**config.mk**
```make
export PLATFORM = sky130hd
export DESIGN_NAME = gmt_ram
export DESIGN_NICKNAME = d
export VERILOG_FILES = /design/src/rtl/gmt_ram.sv
export SDC_FILE = /design/constraint.sdc
export NUM_CORES = 1
export LEC_CHECK = 0
export ABC_AREA = 1
export BUFFER_PORTS_ARGS = -buffer_cell sky130_fd_sc_hd__clkbuf_2
export CORE_ASPECT_RATIO = 0.7
export CORE_MARGIN = 8
export CORE_UTILIZATION = 40
export DETAILED_ROUTE_END_ITERATION = 10
export GPL_TIMING_DRIVEN = 0
export PLACE_DENSITY = 0.55
export RECOVER_POWER = 25
export SYNTH_ARGS = -nofsm -noshare
export SYNTH_HDL_FRONTEND = slang
export SYNTH_SLANG_ARGS = --single-unit
```
**constraint.sdc**
```tcl
create_clock -name clk_i -period 1.55 [get_ports clk_i]
set_clock_uncertainty 0.05 [all_clocks]
set_input_delay 0 -clock clk_i [delete_from_list [all_inputs] [get_ports clk_i]]
set_output_delay 0 -clock clk_i [all_outputs]
set_load 0.02 [all_outputs]
```
**src/rtl/gmt_ram.sv**
```systemverilog
`timescale 1ns / 1ps
`default_nettype none
// -----------------------------------------------------------------------------
// gmt_ram
// Generic single-port-write, single-read RAM with registered read data.
// -----------------------------------------------------------------------------
module gmt_ram #(
  parameter int unsigned Width = 8,
  parameter int unsigned Depth = 16
) (
  input  wire                     clk_i,
  input  wire                     we_i,
  input  wire [$clog2(Depth)-1:0] waddr_i,
  input  wire [Width-1:0]         wdata_i,
  input  wire [$clog2(Depth)-1:0] raddr_i,
  output logic [Width-1:0]        rdata_o
);

  logic [Width-1:0] mem [Depth];

  always_ff @(posedge clk_i) begin
    if (we_i) begin
      mem[waddr_i] <= wdata_i;
    end
    rdata_o <= mem[raddr_i];
  end

endmodule
`default_nettype wire

```
==> results.ini, run 1 <==
[outcome]
outcome = finished clean

[yosys]
seq_area_frac_synth_pct = 69.4
synth_top_family_by_area = simple AND/OR/NAND/NOR gates
synth.ff_latch_count = 136
synth_area_per_cell_um2 = 10.5
syn_nets = 569
syn_area_um2 = 5770
ys_types = 12
synthXorXnorAreaFrac_pct = 0
synth_compound_area_share_pct = 0
yosys_warnings = 0
muxShareOfSynthArea_pct = 0
synthAdderAreaFrac_pct = 0
syn-instance-count = 551
yosys.area_share.simple_pct = 21.0

[clock_tree]
postCtsSetupBuffers = 0
ctsHoldBuffers = 1
clk_latency_ns = 0.41
cts_buffers = 17
cts_root_buffer = clkbuf_16
htree_num_levels = 4
clock-sinks = 136
clockBufferDepth = 2
cts_resized = 0
clk_pin_slew_ns = 0.06
cts_tree = yes

[setup_path]
path_max_fanout = 8
cp-start-kind = input port
endpoint_kind = flop
critPathKind = in -> reg
required_ns = 1.53
arrival_ns = 1.22

[global_route]
top_usage_layer = met1
met2_usage_pct = 23.4
grt_max_degree = 17
grt_antenna_before_repair = 0
grt_pass1_wl_mm = 22.7
grt_use_total_pct = 16.7
grt_pass1_vias = 3750
grt-ovfl-total = 0
use_met3_pct = 5.35
grtUsageMet1_pct = 24.0

[power]
combPwrFrac_pct = 6.3
p_sw_share_pct = 21.9
internal_power_w = 0.00713
powerDensity_nw_per_um2 = 1350
seqPwrFrac_pct = 45.3
p_sw_w = 0.00200
vdd_drop_max_uv = 801
p_leak_nw = 2.91
clkPwrFrac_pct = 48.4

[floorplanning]
die_h_um = 116
core-area_um2 = 14000
ioPinCount = 26
die_x_um = 160
initial_core_util_pct = 41.2
row_count = 36
die_area_um2 = 18600

[timing]
setup_viol = 0
max_freq_mhz = 808
period_share_pct = 79.9
drv_slew = 0
rsz0062_at_grt = false
finalHoldViolCount = 0
period_minus_slack_ns = 1.24
tightest_slew_ns = 1.09
fin_setup_tns_ns = 0
worst_slack_ns = 0.312
relSlewSlack_pct = 27.4

[job]
cap_violations = 0

[routing]
antenna_left = 0
wl_mm = 14.7
vias = 3878
drtPass1Iterations = 5
avgRoutedWirePerCell_um = 18.5
first_iter_violations = 528
drc = 0
drt-vias-per-instance = 4.87

[layout]
syn_to_final_growth_pct = 17.4
final_nets = 611
n_antenna_cell = 0
layout-drive-gt1-share_pct = 12.2

[placed_design]
place_congestion = 0.863
port_buffers = 22
post-dp-hpwl_mm = 9.88
place_ws_ns = -0.131

[min_path]
hold_class = in -> reg

## critical path, cell delays in order
cell,delay [ns]
clkbuf_2,0.10
nand3b_1,0.26
nor2_1,0.84
## logic make-up after synthesis
kind of cell | Yosys count
buffers and inverters | 126
AND/OR/NAND/NOR | 289
flip-flops | 136
## placed cells by master (no fill, tap or decap)
master,count
bufinv_16,5
clkinvlp_4,4
buf_6,6
clkinv_2,2
buf_4,4
nand3_1,97
dlygate4sd3_1,1
dfxtp_1,8
buf_1,1
clkbuf_1,5
clkbuf_16,17
edfxtp_1,128
inv_1,100
inv_2,2
nor2_1,17
buf_2,13
nand2_1,173
clkbuf_2,17
inv_6,1
nand3b_1,2
clkinv_4,3
## synth_stat cells
cell type	count	area, um2
nand2_1	173	649
edfxtp_1	128	3840
inv_1	100	375
nand3_1	97	485
nor2_1	17	63.8
buf_2	13	65.1
dfxtp_1	8	160
buf_6	6	67.6
buf_4	4	30.0
inv_2	2	7.51
nand3b_1	2	15.0
buf_1	1	3.75
## power groups by stage
stage          Sequential, W  Clock (W)  Combinational (W)
6_report             0.00413    0.00442           0.000574
5_1_grt              0.00414    0.00461           0.000636
2_1_floorplan        0.00424          0           0.000290
3_3_place_gp         0.00421          0           0.000563
3_5_place_dp         0.00421          0           0.000569
4_1_cts              0.00413    0.00447           0.000574
## sequential cells by signal, summed over array words and instances, names as in the netlist
signal,flops
mem,128
rdata_o,8
## final cells by class
type / instances / area (um2)
plain buffers: 24 / 166
clock buffers: 17 / 425
well taps: 190 / 238
repair buffers: 23 / 114
flip-flops and latches: 136 / 4000
inverters: 102 / 383
multi-input cells: 289 / 1210
clock inverters: 15 / 225
fillers: 1303 / 7240
## per-stage QoR
step	instance area [um2]	total power, W	utilization, %	cells	hold slack, ns
CTS	6780	0.00917	48.4	796	0.0188
global placement	6110	0.00477	43.6	763	0.369
finish	6770	0.00913	48.3	796	0.0709
floorplan	5770	0.00453	-	551	0.0489
detailed placement	6110	0.00478	43.6	763	0.369
global route	6770	0.00939	48.3	796	0.0865
## per-layer routing
layer / vias to the layer above / wire length (um)
li1: 1859 / -
met1: 1824 / 7210
met2: 182 / 5840
met3: 13 / 1500
met4: 0 / 172
met5: - / 0
## path summary, 6_finish.rpt
path,from,to,slack [ns],cells after the start
worst max-delay path,waddr_i[3],mem[6][2]$_DFFE_PP_,0.31,3
worst min-delay path,raddr_i[2],rdata_o[4]$_DFF_P_,0.07,4
worst max register to register,mem[0][3]$_DFFE_PP_,rdata_o[3]$_DFF_P_,0.43,6
worst min register to register,mem[10][2]$_DFFE_PP_,rdata_o[2]$_DFF_P_,0.65,6
No activity file was read; power rests on OpenSTA's default activity.
==> run 2: changes to the inputs <==
Settings changed: PLACE_DENSITY 0.55 to 0.57.
Clock period 1.55 ns to 1 ns, I/O delays scaled along.
==> run 2 against run 1 <==
Against the previous run: the flow now finishes with violations (negative setup slack); utilization increased by 2.0 points; sequential share of layout area decreased by 2.4 points; register-to-register slack got worse by 0.45 ns; final area increased by 4.2%; total power increased by 51%; largest power group is now sequential cells; highest routed layer unchanged; die area unchanged; worst setup slack got worse by 0.44 ns; flip-flop and latch count unchanged; global-route usage decreased by 0.13 points; wire length decreased by 0.59%; combinational power increased by 76%; critical path depth unchanged.
==> results.ini, run 2 (same netlist as run 1, synthesis figures left out) <==
[setup_path]
endpoint_kind = flop
cp-start-kind = input port
cp.depth = 3  ; unchanged
timing.rr.end = rdata_o[4]$_DFF_P_
critPathKind = in -> reg
path_buf_inv = 1  ; unchanged
cp_slowest_cell = nor2_1
path_max_fanout = 8  ; unchanged
crit_path_end = mem[8][3]$_DFFE_PP_
ff2ff_setup_slack_ns = -0.02  ; -0.45 ns
cp_cell_sequence = clkbuf_2 > nand3b_1 > nor2_1
required_ns = 0.99  ; -0.54 ns
r2r_start = mem[14][4]$_DFFE_PP_
crit_start = waddr_i[2]
ff2ff_path_depth = 6  ; unchanged
path_delay_family = simple AND/OR/NAND/NOR gates
crit_path_max_incr_delay_ns = 0.73  ; -0.11 ns
arrival_ns = 1.12  ; -0.10 ns

[timing]
rsz0062_at_grt = true
tightest_slew_ns = 0.865  ; -0.220 ns
period_share_pct = 113
setup_viol = 21  ; +21
relSlewSlack_pct = 42.1  ; +15 points
drv_slew = 0  ; unchanged
finalHoldViolCount = 0  ; unchanged
period_minus_slack_ns = 1.13
worst_slack_ns = -0.126  ; -0.438 ns
max_freq_mhz = 888

[routing]
vias = 3896  ; +0.46%
drt-vias-per-instance = 4.89  ; +0.46%
antenna_left = 0  ; unchanged
avgRoutedWirePerCell_um = 18.4  ; -0.59%
drtPass1Iterations = 5  ; unchanged
drc = 0  ; unchanged
wl_mm = 14.6  ; -0.59%
first_iter_violations = 286  ; -46%

[clock_tree]
postCtsSetupBuffers = 0  ; unchanged
clk_pin_slew_ns = 0.06  ; about the same
clk_latency_ns = 0.42  ; about the same
clockBufferDepth = 2  ; unchanged
cts_buffers = 17  ; unchanged
cts_tree = yes
clock-sinks = 136  ; unchanged
cts_root_buffer = clkbuf_16
htree_num_levels = 4  ; unchanged

[floorplanning]
core-area_um2 = 14000  ; unchanged
die_area_um2 = 18600  ; unchanged
die_x_um = 160  ; unchanged
ioPinCount = 26  ; unchanged
initial_core_util_pct = 41.2  ; unchanged
die_h_um = 116  ; unchanged
row_count = 36  ; unchanged

[placed_design]
place_congestion = 0.909  ; +5.4%
post-dp-hpwl_mm = 9.85  ; -0.34%
dp_cells = 763  ; unchanged
place_ws_ns = -0.578  ; -0.447 ns
port_buffers = 22  ; unchanged

[layout]
regArea_um2 = 4000  ; unchanged
stdcell_count = 796  ; unchanged
largest_reg_flops = 128  ; unchanged
n_antenna_cell = 0  ; unchanged
final_common_cell = nand2_1
n_fill_cell = 1242  ; -4.7%
post-route-util_pct = 50.3  ; +2.0 points
largestRegisters = mem x128, rdata_o x8
regMostFlops = mem
layout-drive-gt1-share_pct = 24.1  ; +12 points
multi_input_area_um2 = 1540  ; +27%
final_nets = 611  ; unchanged
final_cell_mix = nand2_1, edfxtp_1, inv_1
syn_to_final_growth_pct = 22.3

[global_route]
grt-ovfl-total = 0  ; unchanged
grt_antenna_before_repair = 0  ; unchanged
grt_use_total_pct = 16.6  ; -0.13 points
grt_max_degree = 17  ; unchanged
grt_pass1_vias = 3677  ; -1.9%
grt_pass1_wl_mm = 22.3  ; -1.7%

[outcome]
outcome = finished with violations
failed_checks = negative setup slack

[power]
powerDensity_nw_per_um2 = 1950  ; +45%
p_leak_nw = 2.99  ; +2.8%
vdd_drop_max_uv = 1260  ; +57%

[job]
cap_violations = 0  ; unchanged

[min_path]
hold_class = in -> reg

==> run 2: changes by cell type in the layout (fill, tap and decap cells not counted), moves of 2 or more <==
cell,delta
nand3_1,-47
nand3_2,+43
nand2_1,-13
nand2_2,+13
nor2_1,-13
nor2_2,+13
nand3_4,+4
bufinv_16,-2
==> run 2: area by class of cell <==
class	count	area share, %
plain buffers	24	2.36
clock buffers	18	6.08
clock inverters	14	2.48
inverters	102	5.43
multi-input cells	289	21.9
flip-flops and latches	136	56.8
well taps	190	3.37
repair buffers	23	1.61
==> run 2: power by group <==
group	leakage [nW]	switching (W)	internal, W	total (W)
clock	0.287	0.00241	0.00394	0.00634
combinational	1.48	0.000718	0.000287	0.00101
sequential	1.22	0.0000320	0.00637	0.00641
total	2.99	0.00316	0.0106	0.0138
==> run 2: worst min path at each step <==
stage                       startpoint             endpoint  cells after the start
floorplan                   wdata_i[0]  mem[0][0]$_DFFE_PP_                      0
global route                raddr_i[1]   rdata_o[1]$_DFF_P_                      5
detailed placement  rdata_o[1]$_DFF_P_           rdata_o[1]                      1
global placement    rdata_o[2]$_DFF_P_           rdata_o[2]                      1
CTS                         raddr_i[3]   rdata_o[7]$_DFF_P_                      3
finish                      raddr_i[1]   rdata_o[1]$_DFF_P_                      5
==> run 2: timing repair <==
action | 4_1_cts | 5_1_grt
gates cloned | 0 | 0
setup endpoints to repair | 57 | 103
hold buffers | 1 | 0
hold endpoints to repair | 6 | 0
resized for setup | 29 | 48
pin swaps | 16 | 28
==> run 2: metal layers <==
metal / share of wire [%] / global-route usage (%) / routed length [um]
met2: 43 / 23.5 / 6240
met5: 0 / 0 / 0
met4: 0.84 / 5.13 / 123
met1: 49 / 23.7 / 7170
met3: 7.6 / 5.25 / 1110
==> run 2: worst reg2reg max path: stages, from the launching register on <==
cell and delay [ns]:
edfxtp_1 0.36, nand2_1 0.07, nand2_1 0.04, nand2_1 0.07, nand3_1 0.14, nand3_2 0.10
nand2_1 0.06
==> run 2: per-stage QoR <==
step / setup TNS, ns / instance area (um2) / hold WS [ns] / total power (W)
5_1_grt: -3.31 / 7050 / 0.0517 / 0.0142
3_3_place_gp: -50.60 / 6110 / 0.369 / 0.00739
2_1_floorplan: -0.0540 / 5770 / 0.0489 / 0.00702
3_5_place_dp: -56.88 / 6110 / 0.368 / 0.00740
6_report: -1.58 / 7050 / 0.0382 / 0.0138
4_1_cts: -4.16 / 6850 / 0.0106 / 0.0137
